<file path="config.mk">
export PLATFORM = sky130hd
export DESIGN_NAME = keyword_substitution_cipher_flat
export DESIGN_NICKNAME = d
export VERILOG_FILES = /design/src/rtl/kwsc_pkg.sv /design/src/rtl/kwsc_in_if.sv /design/src/rtl/kwsc_out_if.sv /design/src/rtl/kwsc_ram.sv /design/src/rtl/kwsc_front.sv /design/src/rtl/kwsc_fifo.sv /design/src/rtl/kwsc_back.sv /design/src/rtl/keyword_substitution_cipher.sv /design/src/flat_wrapper.sv
export SDC_FILE = /design/constraint.sdc
export NUM_CORES = 1
export LEC_CHECK = 0
export BUFFER_PORTS_ARGS = -buffer_cell sky130_fd_sc_hd__clkbuf_2
export CAP_MARGIN = 40
export CORE_MARGIN = 2
export CORE_UTILIZATION = 40
export DETAILED_ROUTE_END_ITERATION = 7
export PLACE_DENSITY = 0.54
export SLEW_MARGIN = 20
export SYNTH_ARGS = -nofsm -noshare
export SYNTH_HDL_FRONTEND = slang
export SYNTH_SLANG_ARGS = --single-unit
</file>
<file path="constraint.sdc">
create_clock -name clk -period 10.45 [get_ports clk]
set_clock_uncertainty 0.15 [all_clocks]
set_input_delay 1.5675 -clock clk [delete_from_list [all_inputs] [get_ports clk]]
set_output_delay 1.5675 -clock clk [all_outputs]
set_load 0.02 [all_outputs]
</file>
<file path="src/rtl/kwsc_pkg.sv">
`default_nettype none
// ----------------------------------------------------------------------------
// kwsc_pkg
// Shared types and constants for the keyword substitution cipher.
// ----------------------------------------------------------------------------
package kwsc_pkg;

  localparam int ALPHA_LEN = 26;
  localparam int IDX_W     = 5;
  localparam int BYTE_W    = 8;
  localparam int OP_W      = 2;
  localparam int STATUS_W  = 2;
  localparam int QUEUE_DEPTH_DEF = 2;

  localparam logic [IDX_W-1:0] ALPHA_COUNT = IDX_W'(ALPHA_LEN);
  localparam logic [IDX_W-1:0] LAST_IDX    = IDX_W'(ALPHA_LEN - 1);

  localparam logic [BYTE_W-1:0] UPPER_A = 8'h41;
  localparam logic [BYTE_W-1:0] UPPER_Z = 8'h5A;
  localparam logic [BYTE_W-1:0] LOWER_A = 8'h61;
  localparam logic [BYTE_W-1:0] LOWER_Z = 8'h7A;

  // opcodes on the input channel
  localparam logic [OP_W-1:0] OP_KEY  = 2'd0;
  localparam logic [OP_W-1:0] OP_FIN  = 2'd1;
  localparam logic [OP_W-1:0] OP_DATA = 2'd2;

  // result status codes
  localparam logic [STATUS_W-1:0] ST_OK        = 2'd0;
  localparam logic [STATUS_W-1:0] ST_EMPTY_KEY = 2'd1;
  localparam logic [STATUS_W-1:0] ST_NOT_READY = 2'd2;

  typedef enum logic [1:0] {
    CMD_KEY,
    CMD_FIN,
    CMD_DATA
  } cmd_kind_t;

  typedef struct packed {
    cmd_kind_t         kind;
    logic              is_letter;
    logic              is_upper;
    logic [IDX_W-1:0]  idx;
    logic [BYTE_W-1:0] raw;
  } cmd_t;

  typedef struct packed {
    logic             table_ready;
    logic [IDX_W-1:0] fill;
  } bk_stat_t;

  typedef enum logic [1:0] {
    BK_IDLE,
    BK_FIN,
    BK_LOOK
  } bk_state_t;

endpackage
`default_nettype wire

</file>
<file path="src/rtl/kwsc_in_if.sv">
`default_nettype none
// ----------------------------------------------------------------------------
// kwsc_in_if
// Input channel: opcode and byte with valid/ready handshake.
// ----------------------------------------------------------------------------
interface kwsc_in_if;
  logic       valid;
  logic       ready;
  logic [1:0] opcode;
  logic [7:0] in_byte;

  modport source (output valid, output opcode, output in_byte, input ready);
  modport sink (input valid, input opcode, input in_byte, output ready);
endinterface
`default_nettype wire

</file>
<file path="src/rtl/kwsc_out_if.sv">
`default_nettype none
// ----------------------------------------------------------------------------
// kwsc_out_if
// Result channel: output byte and status with valid/ready handshake.
// ----------------------------------------------------------------------------
interface kwsc_out_if;
  logic       valid;
  logic       ready;
  logic [7:0] out_byte;
  logic [1:0] status;

  modport source (output valid, output out_byte, output status, input ready);
  modport sink (input valid, input out_byte, input status, output ready);
endinterface
`default_nettype wire

</file>
<file path="src/rtl/kwsc_ram.sv">
`default_nettype none
// ----------------------------------------------------------------------------
// kwsc_ram
// Generic single-write, single-read RAM with registered read data.
// ----------------------------------------------------------------------------
module kwsc_ram #(
  parameter int WIDTH = 8,
  parameter int DEPTH = 32
) (
  input  logic                     clk,
  input  logic                     we,
  input  logic [$clog2(DEPTH)-1:0] waddr,
  input  logic [WIDTH-1:0]         wdata,
  input  logic [$clog2(DEPTH)-1:0] raddr,
  output logic [WIDTH-1:0]         rdata
);

  logic [WIDTH-1:0] mem [DEPTH];

  always_ff @(posedge clk) begin
    if (we) begin
      mem[waddr] <= wdata;
    end
    rdata <= mem[raddr];
  end

endmodule
`default_nettype wire

</file>
<file path="src/rtl/kwsc_front.sv">
`default_nettype none
// ----------------------------------------------------------------------------
// kwsc_front
// Accepts input transactions and classifies them into queue commands.
// ----------------------------------------------------------------------------
module kwsc_front (
  kwsc_in_if.sink         req,
  input  logic            q_full,
  output logic            q_push,
  output kwsc_pkg::cmd_t  q_cmd
);
  import kwsc_pkg::*;

  logic is_upper;
  logic is_lower;
  logic known_op;

  assign req.ready = !q_full;

  assign is_upper = (req.in_byte >= UPPER_A) && (req.in_byte <= UPPER_Z);
  assign is_lower = (req.in_byte >= LOWER_A) && (req.in_byte <= LOWER_Z);

  always_comb begin
    q_cmd.is_letter = is_upper || is_lower;
    q_cmd.is_upper  = is_upper;
    // 'A' and 'a' both have 5'b00001 in their low bits
    q_cmd.idx       = req.in_byte[IDX_W-1:0] - IDX_W'(1);
    q_cmd.raw       = req.in_byte;
    q_cmd.kind      = CMD_KEY;
    known_op        = 1'b1;
    unique case (req.opcode)
      OP_KEY:  q_cmd.kind = CMD_KEY;
      OP_FIN:  q_cmd.kind = CMD_FIN;
      OP_DATA: q_cmd.kind = CMD_DATA;
      default: known_op = 1'b0;
    endcase
  end

  // unknown opcodes are taken and dropped
  assign q_push = req.valid && req.ready && known_op;

endmodule
`default_nettype wire

</file>
<file path="src/rtl/kwsc_fifo.sv">
`default_nettype none
// ----------------------------------------------------------------------------
// kwsc_fifo
// Short command queue between the front and back parts.
// ----------------------------------------------------------------------------
module kwsc_fifo #(
  parameter int DEPTH = kwsc_pkg::QUEUE_DEPTH_DEF
) (
  input  logic           clk,
  input  logic           rst,
  input  logic           push,
  input  kwsc_pkg::cmd_t push_cmd,
  input  logic           pop,
  output logic           full,
  output logic           not_empty,
  output kwsc_pkg::cmd_t head
);
  import kwsc_pkg::*;

  localparam int PTR_W = (DEPTH > 1) ? $clog2(DEPTH) : 1;
  localparam int CNT_W = $clog2(DEPTH + 1);
  localparam logic [PTR_W-1:0] PTR_LAST = PTR_W'(DEPTH - 1);
  localparam logic [CNT_W-1:0] CNT_FULL = CNT_W'(DEPTH);

  cmd_t             slots [DEPTH];
  logic [PTR_W-1:0] wr_ptr;
  logic [PTR_W-1:0] rd_ptr;
  logic [CNT_W-1:0] count;
  logic             do_push;
  logic             do_pop;

  assign full      = (count == CNT_FULL);
  assign not_empty = (count != '0);
  assign head      = slots[rd_ptr];
  assign do_push   = push && !full;
  assign do_pop    = pop && not_empty;

  always_ff @(posedge clk) begin
    if (do_push) begin
      slots[wr_ptr] <= push_cmd;
    end
  end

  always_ff @(posedge clk) begin
    if (rst) begin
      wr_ptr <= '0;
      rd_ptr <= '0;
      count  <= '0;
    end else begin
      if (do_push) begin
        wr_ptr <= (wr_ptr == PTR_LAST) ? '0 : wr_ptr + PTR_W'(1);
      end
      if (do_pop) begin
        rd_ptr <= (rd_ptr == PTR_LAST) ? '0 : rd_ptr + PTR_W'(1);
      end
      if (do_push && !do_pop) begin
        count <= count + CNT_W'(1);
      end else if (do_pop && !do_push) begin
        count <= count - CNT_W'(1);
      end
    end
  end

endmodule
`default_nettype wire

</file>
<file path="src/rtl/kwsc_back.sv">
`default_nettype none
// ----------------------------------------------------------------------------
// kwsc_back
// Executes queued commands: table build, finalize walk and data lookup.
// ----------------------------------------------------------------------------
module kwsc_back (
  input  logic               clk,
  input  logic               rst,
  input  logic               dec_sel,
  input  logic               q_valid,
  input  kwsc_pkg::cmd_t     q_cmd,
  output logic               q_pop,
  kwsc_out_if.source         rsp,
  output kwsc_pkg::bk_stat_t stat
);
  import kwsc_pkg::*;

  bk_state_t               state, state_next;
  logic [ALPHA_LEN-1:0]    mask, mask_next;
  logic [IDX_W-1:0]        fill, fill_next;
  logic                    tbl_ready, tbl_ready_next;
  logic [IDX_W-1:0]        k, k_next;
  logic                    look_upper, look_upper_next;

  logic                    out_valid;
  logic                    out_load;
  logic                    out_free;
  logic [BYTE_W-1:0]       out_byte, out_byte_next;
  logic [STATUS_W-1:0]     out_status, out_status_next;

  logic                    add_req;
  logic                    add_ok;
  logic [IDX_W-1:0]        add_letter;
  logic [ALPHA_LEN-1:0]    base_mask;
  logic [IDX_W-1:0]        base_fill;

  logic [IDX_W-1:0]        cip_rd;
  logic [IDX_W-1:0]        inv_rd;
  logic [IDX_W-1:0]        look_rd;

  assign out_free = !out_valid || rsp.ready;
  assign look_rd  = dec_sel ? inv_rd : cip_rd;

  // plain index -> cipher index
  kwsc_ram #(.WIDTH(IDX_W), .DEPTH(ALPHA_LEN)) u_cipher (
    .clk   (clk),
    .we    (add_ok),
    .waddr (base_fill),
    .wdata (add_letter),
    .raddr (q_cmd.idx),
    .rdata (cip_rd)
  );

  // cipher index -> plain index
  kwsc_ram #(.WIDTH(IDX_W), .DEPTH(ALPHA_LEN)) u_inverse (
    .clk   (clk),
    .we    (add_ok),
    .waddr (add_letter),
    .wdata (base_fill),
    .raddr (q_cmd.idx),
    .rdata (inv_rd)
  );

  always_comb begin
    state_next      = state;
    k_next          = k;
    look_upper_next = look_upper;
    tbl_ready_next  = tbl_ready;
    q_pop           = 1'b0;
    out_load        = 1'b0;
    out_byte_next   = out_byte;
    out_status_next = out_status;
    add_req         = 1'b0;
    add_letter      = q_cmd.idx;
    base_mask       = mask;
    base_fill       = fill;

    unique case (state)
      BK_IDLE: begin
        if (q_valid && out_free) begin
          q_pop = 1'b1;
          unique case (q_cmd.kind)
            CMD_KEY: begin
              // first key byte after a finished table starts a new keyword
              if (tbl_ready) begin
                base_mask      = '0;
                base_fill      = '0;
                tbl_ready_next = 1'b0;
              end
              add_req = q_cmd.is_letter;
            end
            CMD_FIN: begin
              if (fill == '0) begin
                out_load        = 1'b1;
                out_byte_next   = '0;
                out_status_next = ST_EMPTY_KEY;
              end else if (tbl_ready) begin
                out_load        = 1'b1;
                out_byte_next   = '0;
                out_status_next = ST_OK;
              end else begin
                state_next = BK_FIN;
                k_next     = LAST_IDX;
              end
            end
            CMD_DATA: begin
              if (!tbl_ready) begin
                out_load        = 1'b1;
                out_byte_next   = q_cmd.raw;
                out_status_next = ST_NOT_READY;
              end else if (!q_cmd.is_letter) begin
                out_load        = 1'b1;
                out_byte_next   = q_cmd.raw;
                out_status_next = ST_OK;
              end else begin
                state_next      = BK_LOOK;
                look_upper_next = q_cmd.is_upper;
              end
            end
            default: q_pop = 1'b1;
          endcase
        end
      end
      BK_FIN: begin
        // append unused letters from z down to a
        add_req    = 1'b1;
        add_letter = k;
        if (k == '0) begin
          out_load        = 1'b1;
          out_byte_next   = '0;
          out_status_next = ST_OK;
          tbl_ready_next  = 1'b1;
          state_next      = BK_IDLE;
        end else begin
          k_next = k - IDX_W'(1);
        end
      end
      BK_LOOK: begin
        out_load        = 1'b1;
        out_byte_next   = {{(BYTE_W-IDX_W){1'b0}}, look_rd} + (look_upper ? UPPER_A : LOWER_A);
        out_status_next = ST_OK;
        state_next      = BK_IDLE;
      end
      default: state_next = BK_IDLE;
    endcase

    add_ok    = add_req && !base_mask[add_letter] && (base_fill < ALPHA_COUNT);
    mask_next = base_mask | (add_ok ? (ALPHA_LEN'(1) << add_letter) : '0);
    fill_next = base_fill + IDX_W'(add_ok);
  end

  always_ff @(posedge clk) begin
    if (rst) begin
      state     <= BK_IDLE;
      mask      <= '0;
      fill      <= '0;
      tbl_ready <= 1'b0;
      out_valid <= 1'b0;
    end else begin
      state     <= state_next;
      mask      <= mask_next;
      fill      <= fill_next;
      tbl_ready <= tbl_ready_next;
      if (out_load) begin
        out_valid <= 1'b1;
      end else if (rsp.ready) begin
        out_valid <= 1'b0;
      end
    end
  end

  always_ff @(posedge clk) begin
    k          <= k_next;
    look_upper <= look_upper_next;
    out_byte   <= out_byte_next;
    out_status <= out_status_next;
  end

  assign rsp.valid    = out_valid;
  assign rsp.out_byte = out_byte;
  assign rsp.status   = out_status;

  assign stat.table_ready = tbl_ready;
  assign stat.fill        = fill;

endmodule
`default_nettype wire

</file>
<file path="src/rtl/keyword_substitution_cipher.sv">
`default_nettype none
// ----------------------------------------------------------------------------
// keyword_substitution_cipher
// Keyword monoalphabetic substitution cipher with a byte-wide stream port.
// ----------------------------------------------------------------------------
// Each req transaction carries an opcode and a byte. Key bytes build the
// cipher alphabet, finalize fills in the unused letters from Z down to A,
// data bytes are substituted (or inverted when dec_sel is set) and
// keep their case. Accepted transactions wait in a short queue, so the input
// keeps flowing while a result waits on rsp, until the queue fills. Queued
// commands are registered before reaching the back part; key bytes and data
// bytes without a lookup are handled in BK_IDLE, a table lookup also passes
// BK_LOOK (registered table RAM read), and a finalize that builds the table
// walks BK_FIN one letter per cycle over the 26 letters. The user must write
// dec_sel through cfg_we/cfg_wdata only while the block is idle; unenforced.
module keyword_substitution_cipher #(
  parameter int QUEUE_DEPTH = kwsc_pkg::QUEUE_DEPTH_DEF
) (
  input  logic        clk,
  input  logic        rst,
  input  logic        cfg_we,
  input  logic        cfg_wdata,
  kwsc_in_if.sink     req,
  kwsc_out_if.source  rsp
);
  import kwsc_pkg::*;

  logic     dec_sel;
  logic     q_push;
  logic     q_full;
  logic     q_valid;
  logic     q_pop;
  cmd_t     push_cmd;
  cmd_t     head_cmd;
  bk_stat_t bk_stat;

  always_ff @(posedge clk) begin
    if (rst) begin
      dec_sel <= 1'b0;
    end else if (cfg_we) begin
      dec_sel <= cfg_wdata;
    end
  end

  kwsc_front u_front (
    .req    (req),
    .q_full (q_full),
    .q_push (q_push),
    .q_cmd  (push_cmd)
  );

  kwsc_fifo #(.DEPTH(QUEUE_DEPTH)) u_fifo (
    .clk       (clk),
    .rst       (rst),
    .push      (q_push),
    .push_cmd  (push_cmd),
    .pop       (q_pop),
    .full      (q_full),
    .not_empty (q_valid),
    .head      (head_cmd)
  );

  kwsc_back u_back (
    .clk     (clk),
    .rst     (rst),
    .dec_sel (dec_sel),
    .q_valid (q_valid),
    .q_cmd   (head_cmd),
    .q_pop   (q_pop),
    .rsp     (rsp),
    .stat    (bk_stat)
  );

  // a complete table always holds every letter
  a_ready_full: assert property (@(posedge clk) disable iff (rst)
    bk_stat.table_ready |-> (bk_stat.fill == ALPHA_COUNT))
    else $error("table ready with missing letters");

  // finishing the table comes with the finalize transaction result
  a_ready_result: assert property (@(posedge clk) disable iff (rst)
    $rose(bk_stat.table_ready) |-> (rsp.valid && (rsp.status == ST_OK)))
    else $error("table completed without finalize result");

  a_fill_range: assert property (@(posedge clk) disable iff (rst)
    bk_stat.fill <= ALPHA_COUNT)
    else $error("table fill count out of range");

endmodule
`default_nettype wire

</file>
<file path="src/flat_wrapper.sv">
// flat-port wrapper written by rule: the top's interface ports become plain ports
module keyword_substitution_cipher_flat import kwsc_pkg::*;
#(
  parameter int QUEUE_DEPTH = kwsc_pkg::QUEUE_DEPTH_DEF
)
  (clk, rst, cfg_we, cfg_wdata, req_valid, req_opcode, req_in_byte, req_ready, rsp_valid, rsp_out_byte, rsp_status, rsp_ready);
  kwsc_in_if req_i ();
  kwsc_out_if rsp_i ();
  input  logic clk;
  input  logic rst;
  input  logic cfg_we;
  input  logic cfg_wdata;
  input wire logic [$bits(req_i.valid)-1:0] req_valid;
  input wire logic [$bits(req_i.opcode)-1:0] req_opcode;
  input wire logic [$bits(req_i.in_byte)-1:0] req_in_byte;
  output wire logic [$bits(req_i.ready)-1:0] req_ready;
  output wire logic [$bits(rsp_i.valid)-1:0] rsp_valid;
  output wire logic [$bits(rsp_i.out_byte)-1:0] rsp_out_byte;
  output wire logic [$bits(rsp_i.status)-1:0] rsp_status;
  input wire logic [$bits(rsp_i.ready)-1:0] rsp_ready;
  assign req_i.valid = req_valid;
  assign req_i.opcode = req_opcode;
  assign req_i.in_byte = req_in_byte;
  assign req_ready = req_i.ready;
  assign rsp_valid = rsp_i.valid;
  assign rsp_out_byte = rsp_i.out_byte;
  assign rsp_status = rsp_i.status;
  assign rsp_i.ready = rsp_ready;
  keyword_substitution_cipher #(.QUEUE_DEPTH(QUEUE_DEPTH)) u_core (.clk(clk), .rst(rst), .cfg_we(cfg_we), .cfg_wdata(cfg_wdata), .req(req_i), .rsp(rsp_i));
endmodule
</file>
### Word-level counts from Yosys, hierarchy flattened

Memory sizes are Yosys's and may differ from the RTL's. A register that Yosys moved wholly into a read port is not among the register bits.
Index checks and enable logic that the tools add are counted.

| storage, ports and cells | value |
|---|---|
| register bits | 56 |
| RAM bits | 294 |
| input bits | 16 |
| output and inout port bits | 12 |
| memories | 3 |

Memories:

| memory | depth | width | read ports | clocked after memory_dff | write ports | line | source |
|---|---|---|---|---|---|---|---|
| u_core.u_back.u_cipher.mem | 26 | 5 | 1 | 1 | 1 | kwsc_ram.sv:18 | `logic [WIDTH-1:0] mem [DEPTH];` |
| u_core.u_back.u_inverse.mem | 26 | 5 | 1 | 1 | 1 | kwsc_ram.sv:18 |  |
| u_core.u_fifo.slots | 2 | 17 | 1 | 1 | 1 | kwsc_fifo.sv:25 | `cmd_t slots [DEPTH];` |

| operators by class | value |
|---|---|
| $add $sub $neg | 8 |
| $lt $le $gt $ge | 6 |
| eq/ne operators | 21 |
| shift operators | 1 |
| muxes and demuxes | 74 |
| bitwise logic cells | 1 |
| reductions and logical operators | 34 |

Operator list:

| kind | count |
|---|---|
| two-way mux 26 bit | 5 |
| two-way mux 5 bit | 11 |
| two-way mux 8 bit | 6 |
| two-way mux 2 bit | 13 |
| bitwise OR 26 bit | 1 |
| << shifter 1 x 5 -> 26 bit, first input constant | 1 |
| two-way mux 1 bit | 25 |
| case mux 8 bit (3 select lines) | 1 |
| >= comparator 8 x 7 -> 1 bit, second input constant | 2 |
| <= comparator 8 x 7 -> 1 bit, second input constant | 2 |
| case mux 2 bit (2 select lines) | 4 |
| case mux 8 bit (2 select lines) | 1 |
| != test 3 bit, second input constant | 4 |
| AND reduction 6 bit | 2 |
| logical AND 1 bit | 11 |
| zero test 5 bit | 2 |
| != test 2 bit, second input constant | 5 |
| case mux 5 bit (2 select lines) | 1 |
| subtractor 5 x 1 -> 5 bit, second input constant | 2 |
| adder 5 x 7 -> 8 bit | 1 |
| == test 2 bit, second input constant | 4 |
| != test 4 bit, second input constant | 2 |
| nonzero test 2 bit | 4 |
| AND reduction 7 bit | 1 |
| other kinds (21) | 34 |

### Logic depth before layout (Yosys ltp)

| depth | value |
|---|---|
| depth in word-level cells | 12 |
| mapped depth | 17 |
| mapped depth without buffers | 14 |

### Hierarchy

From an unflattened synthesis, not the netlist that was laid out.

| unflattened totals | value |
|---|---|
| cell total of the unflattened synthesis | 1,047 |
| area, all modules | 15,239.6 um2 |

By module, submodules not included:

| module | times used | cells an instance | area an instance (um2) | sequential area each (um2) |
|---|---|---|---|---|
| kwsc_ram | 2 | 314 | 5,366.4 | 4,003.8 |
| kwsc_back | 1 | 303 | 2,758.9 | 1,181.1 |
| kwsc_fifo | 1 | 78 | 1,445.1 | 1,121.1 |
| kwsc_front | 1 | 35 | 269.0 | 0.0 |
| keyword_substitution_cipher | 1 | 3 | 33.8 | 20.0 |

### Worst setup path before layout

Ideal clock, no wire load.

| timing | value |
|---|---|
| path kind | input-to-reg |
| from | input rsp_ready |
| to | register u_core.u_back.fill[4] |
| arrival time | 3,945 ps |
| setup slack | 6,218 ps |
| stages on the path | 14 |
| path buffers | 3 |
| cell sequence | nor2b_1 > clkbuf_1 > or3_1 > clkbuf_1 > nand3_1 > a2111o_1 > o211ai_2 > buf_2 > nor2_1 > ha_1 > ha_1 > nand3_1 > xor2_1 > nor3_1 |

| on the way | value |
|---|---|
| cells in the longest elaborated chain, start to end | 10 |

Ends and longest elaborated chain:

| element | line | source |
|---|---|---|
| from (decl) | flat_wrapper.sv:20 | `input wire logic [$bits(rsp_i.ready)-1:0] rsp_ready;` |
| logical OR 1 bit (*) | kwsc_back.sv:41 | `assign out_free = !out_valid \|\| rsp.ready;` |
| logical AND 1 bit (*) | kwsc_back.sv:80 | `if (q_valid && out_free) begin` |
| two-way mux 26 bit | kwsc_back.sv:80 |  |
| two-way mux 26 bit | kwsc_back.sv:78 | `unique case (state)` |
| binary-select mux 1 bit (select 5 bit) | kwsc_back.sv:147 | `add_ok = add_req && !base_mask[add_letter] && (base_fill < ALPHA_COUNT);` |
| two-way mux 1 bit (not written as such) | kwsc_back.sv:147 |  |
| zero test 1 bit | kwsc_back.sv:147 |  |
| logical AND 1 bit (2 in series) | kwsc_back.sv:147 |  |
| adder 5 x 1 -> 5 bit (*) | kwsc_back.sv:149 | `fill_next = base_fill + IDX_W'(add_ok);` |
| to (signal assigned) | kwsc_back.sv:162 | `fill <= fill_next;` |
| to (decl) | kwsc_back.sv:20 | `logic [IDX_W-1:0] fill, fill_next;` |

Mark *: on every way between the ends. The rest lies on a longest branch, timed or not. The select of a mux whose other input is x is not followed.
A chain may end at the register's enable or synchronous reset.

==> flow_summary_export.csv <==
group,metric,value,unit
setup_path,critPathCaptureType,"register",
timing,finalHoldViolCount,0,
status,status,"finished, final reports clean",
timing,finalCritPeriodShare,49.9,%
final_layout,drive_above_1_share,10.7,%
route,route.detailed.drc,0,
setup_path,reg2reg_to,"u_core.u_back.fill[4]$_SDFF_PP0_",
die,ios,28,
logic_synthesis,synth_flop_cell,"edfxtp_1",
logic_synthesis,synth-edff-count,310,
cts,clk_pin_slew,60,ps
final_layout,fin_util,45.4,%
timing,maxSlewViolCount,0,
logic_synthesis,ys_warn_count,0,
route,drtIter0Drc,1056,
route,wirelength,39.1,mm
die,initial_core_util,40.3,%
global_routing,grt_max_degree,81,
power_and_ir_drop,internal-power,2.90,mW
route,dr.pass1.iters,8,
logic_synthesis,synth_cell_types,60,
power_and_ir_drop,clkPwrFrac,27.6,%
cts,root_buffer,"clkbuf_16",
timing,finalSetupTns,0,ps
setup_path,worstSetupPathType,"reg2reg",
route,routedWlPerCell,21.1,um
logic_synthesis,yosysTopAreaCellShare,60.0,%
timing,fmax,0.192,GHz
power_and_ir_drop,vdd_ir_drop_max,169,uV
power_and_ir_drop,power_switching,1.65,mW
placed_design,port_buffers,27,
logic_synthesis,synthTopCellsByCount,"332 x nand2_1, 310 x edfxtp_1, 69 x and3_1",
setup_path,cp_data_required_time,10680,ps
placed_design,place_inst,1772,
logic_synthesis,avgSynthCellArea,12.1,um2
job,maxCapViolCount,0,
die,fp.coreArea,38500,um2
cts,cts.sinks,361,
route,vias,10300,
logic_synthesis,yosysSeqAreaShare,66.6,%
timing,rsz0062_at_grt,"false",
hold_path,hold_depth,2,
logic_synthesis,syn_inst,1285,
final_layout,nets,1334,
cts,cts_max_path_buffers,3,
route,via_per_inst,5.56,
logic_synthesis,synth_nets,1316,
logic_synthesis,yosysMostFrequentCell,"nand2_1",
cts,cts_htree_levels,2,
placed_design,preCtsSetupSlack,5150,ps
hold_path,worstHoldEndpoint,"u_core.u_back.mask[10]$_SDFF_PP0_",
logic_synthesis,synthArstFlopShare,0,%
die,dieWidth,201,um
global_routing,grt.overflow.total,0,
cts,postCtsSetupRepairBufs,0,
power_and_ir_drop,total_power,4.55,mW
die,rows,72,
die,die_height,201,um
cts,clock_latency,550,ps
logic_synthesis,synth.largest_area_cell,"edfxtp_1",
logic_synthesis,synthTopCellsByArea,"edfxtp_1 60%, nand2_1 8.0%, dfxtp_1 6.6%, a311oi_1 3.4%, and3_1 2.8%",
cts,cts_tree,"done",
cts,post_cts_resized,0,
timing,slew_headroom,45.3,%
placed_design,dp_hpwl,24.7,mm
timing,fin_crit,5210,ps
hold_path,worstHoldPathType,"reg2reg",
power_and_ir_drop,p_per_area,260,nW/um2
power_and_ir_drop,share_seq_of_total_power,40.2,%
setup_path,critical_path_arrival,5440,ps
power_and_ir_drop,pwr-share-comb,32.2,%
setup_path,startpoint_type,"register",
final_layout,fin_cells,1851,
logic_synthesis,ys_ff_latch,361,
cts,hold_buffers,0,
global_routing,grt_usage,19.5,%
route,antenna_left,0,
setup_path,rrSetupSlack,5240,ps
power_and_ir_drop,leakage,5.99,nW
final_layout,area_growth,12.6,%
cts,cts_buffers,38,
hold_path,worstHoldStart,"u_core.u_back.mask[10]$_SDFF_PP0_",
setup_path,reg2reg_depth,14,
timing,worst_pin_slew,817,ps
placed_design,gp_congestion,0.880,
logic_synthesis,synth_area,15500,um2
timing,setup_slack,5240,ps
timing,finalSetupViolations,0,
power_and_ir_drop,switching_share,36.2,%
global_routing,grt_pass1_wl,60.7,mm
global_routing,grt_pass1_vias,10100,
die,die_area,40400,um2
global_routing,grt_antenna_before_repair,1,
setup_path,crit_fanout,63,
-- registers in the layout (all words and copies together) (netlist names), 5 cells and up, named ones only --
signal,count
u_core.u_back.fill,5
u_core.u_back.rsp.out_byte,8
u_core.u_back.u_cipher.mem,130
u_core.u_back.k,5
u_core.u_fifo.slots,34
u_core.u_back.u_inverse.mem,130
u_core.u_back.u_inverse.rdata,5
u_core.u_back.u_cipher.rdata,5
u_core.u_back.mask,26
-- how the worst max path moves through the flow --
stage	startpoint	to	slack (ps)	depth (start not counted)
CTS	register	u_core.u_back.u_cipher.mem[2][0]$_DFFE_PP_	5150	9
global route	register	u_core.u_back.fill[4]$_SDFF_PP0_	4810	14
global placement	register	u_core.u_back.fill[4]$_SDFF_PP0_	5240	14
floorplan	rsp_ready	u_core.u_back.fill[4]$_SDFF_PP0_	6220	14
detailed placement	register	u_core.u_back.u_cipher.mem[1][4]$_DFFE_PP_	5150	9
finish	register	u_core.u_back.fill[4]$_SDFF_PP0_	5240	14
-- per-stage QoR --
stage / hold WS (ps) / area [um2]
3_5_place_dp: 289 / 16200
5_1_grt: 321 / 17500
4_1_cts: 302 / 17400
2_1_floorplan: 267 / 15500
6_report: 300 / 17500
3_3_place_gp: 285 / 16100
-- cell usage in the layout, fill, tap and decap left out, types with 5 or more instances in the layout --
master | netlist | final
a21oi_1 | 10 | 10
mux2i_1 | 20 | 17
nor3b_1 | 6 | 6
a311oi_1 | 60 | 60
o311ai_0 | 12 | 12
o22ai_1 | 7 | 7
and2_1 | 8 | 8
clkinv_1 | 0 | 6
o21ai_0 | 25 | 25
nor2_1 | 42 | 41
nand2b_1 | 10 | 10
nand4_1 | 5 | 5
mux2i_4 | 2 | 5
ha_1 | 15 | 15
o211ai_1 | 5 | 5
nor2b_1 | 8 | 8
edfxtp_1 | 310 | 310
dfxtp_1 | 51 | 51
xor2_1 | 13 | 13
buf_4 | 1 | 16
nor4_1 | 6 | 6
clkbuf_16 | 0 | 38
nand2_1 | 332 | 332
a32o_1 | 15 | 15
mux2_2 | 7 | 7
o31ai_1 | 7 | 7
nand3_1 | 30 | 30
clkbuf_1 | 52 | 14
and3_1 | 69 | 69
clkbuf_2 | 0 | 31
inv_1 | 20 | 20
nor3_1 | 55 | 55
-- power by group through the flow --
stage,combinational (mW),clock (mW),sequential [mW]
after detailed placement,1.46,0,1.86
after floorplan,0.935,0,1.86
after CTS,1.46,1.28,1.83
after global placement,1.43,0,1.86
final,1.46,1.26,1.83
after global routing,1.60,1.35,1.84
-- cell type report --
cell class	count	area (um2)
Clock buffer	54	1030
Timing Repair Buffer	59	453
Sequential cell	361	10300
Fill cell	3545	21000
Tap cell	518	648
Clock inverter	15	116
Antenna cell	1	2.50
Multi-Input combinational cell	819	4800
Inverter	24	90.1
-- kinds of logic (layout without fill, tap and decap cells) --
| family | after synthesis | in the layout | share of synthesized area [%] |
|---|---|---|---|
| buffers and inverters | 105 | 152 | 2.81 |
| and+or+nand+nor | 585 | 585 | 17.1 |
| AOI/OAI and AO/OA | 167 | 167 | 8.65 |
| DFF | 361 | 361 | 66.6 |
| other | 0 | 1 | 0 |
| adders and majority gates | 15 | 15 | 1.21 |
| muxes | 35 | 35 | 2.71 |
| xor gates and xnor gates | 17 | 17 | 0.960 |
-- routing by layer --
| metal | vias up | wire [um] | global-route usage [%] |
|---|---|---|---|
| li1 | 4798 | - | - |
| met1 | 5110 | 17500 | 27.5 |
| met2 | 327 | 18400 | 31.4 |
| met3 | 63 | 2210 | 2.61 |
| met4 | 0 | 984 | 6.19 |
| met5 | - | 0 | 0 |
-- worst max-delay path, stage by stage (launching register included) --
cell and delay (ps):
dfxtp_1 630, buf_4 380, mux2_4 610, o21ai_4 460
inv_2 380, o311ai_0 400, a21oi_1 160, o211ai_2 610
buf_4 420, nor2_1 80, ha_1 230, ha_1 210
nand3_1 100, xor2_1 140, nor3_1 60
No activity file was read; power rests on OpenSTA's default activity.
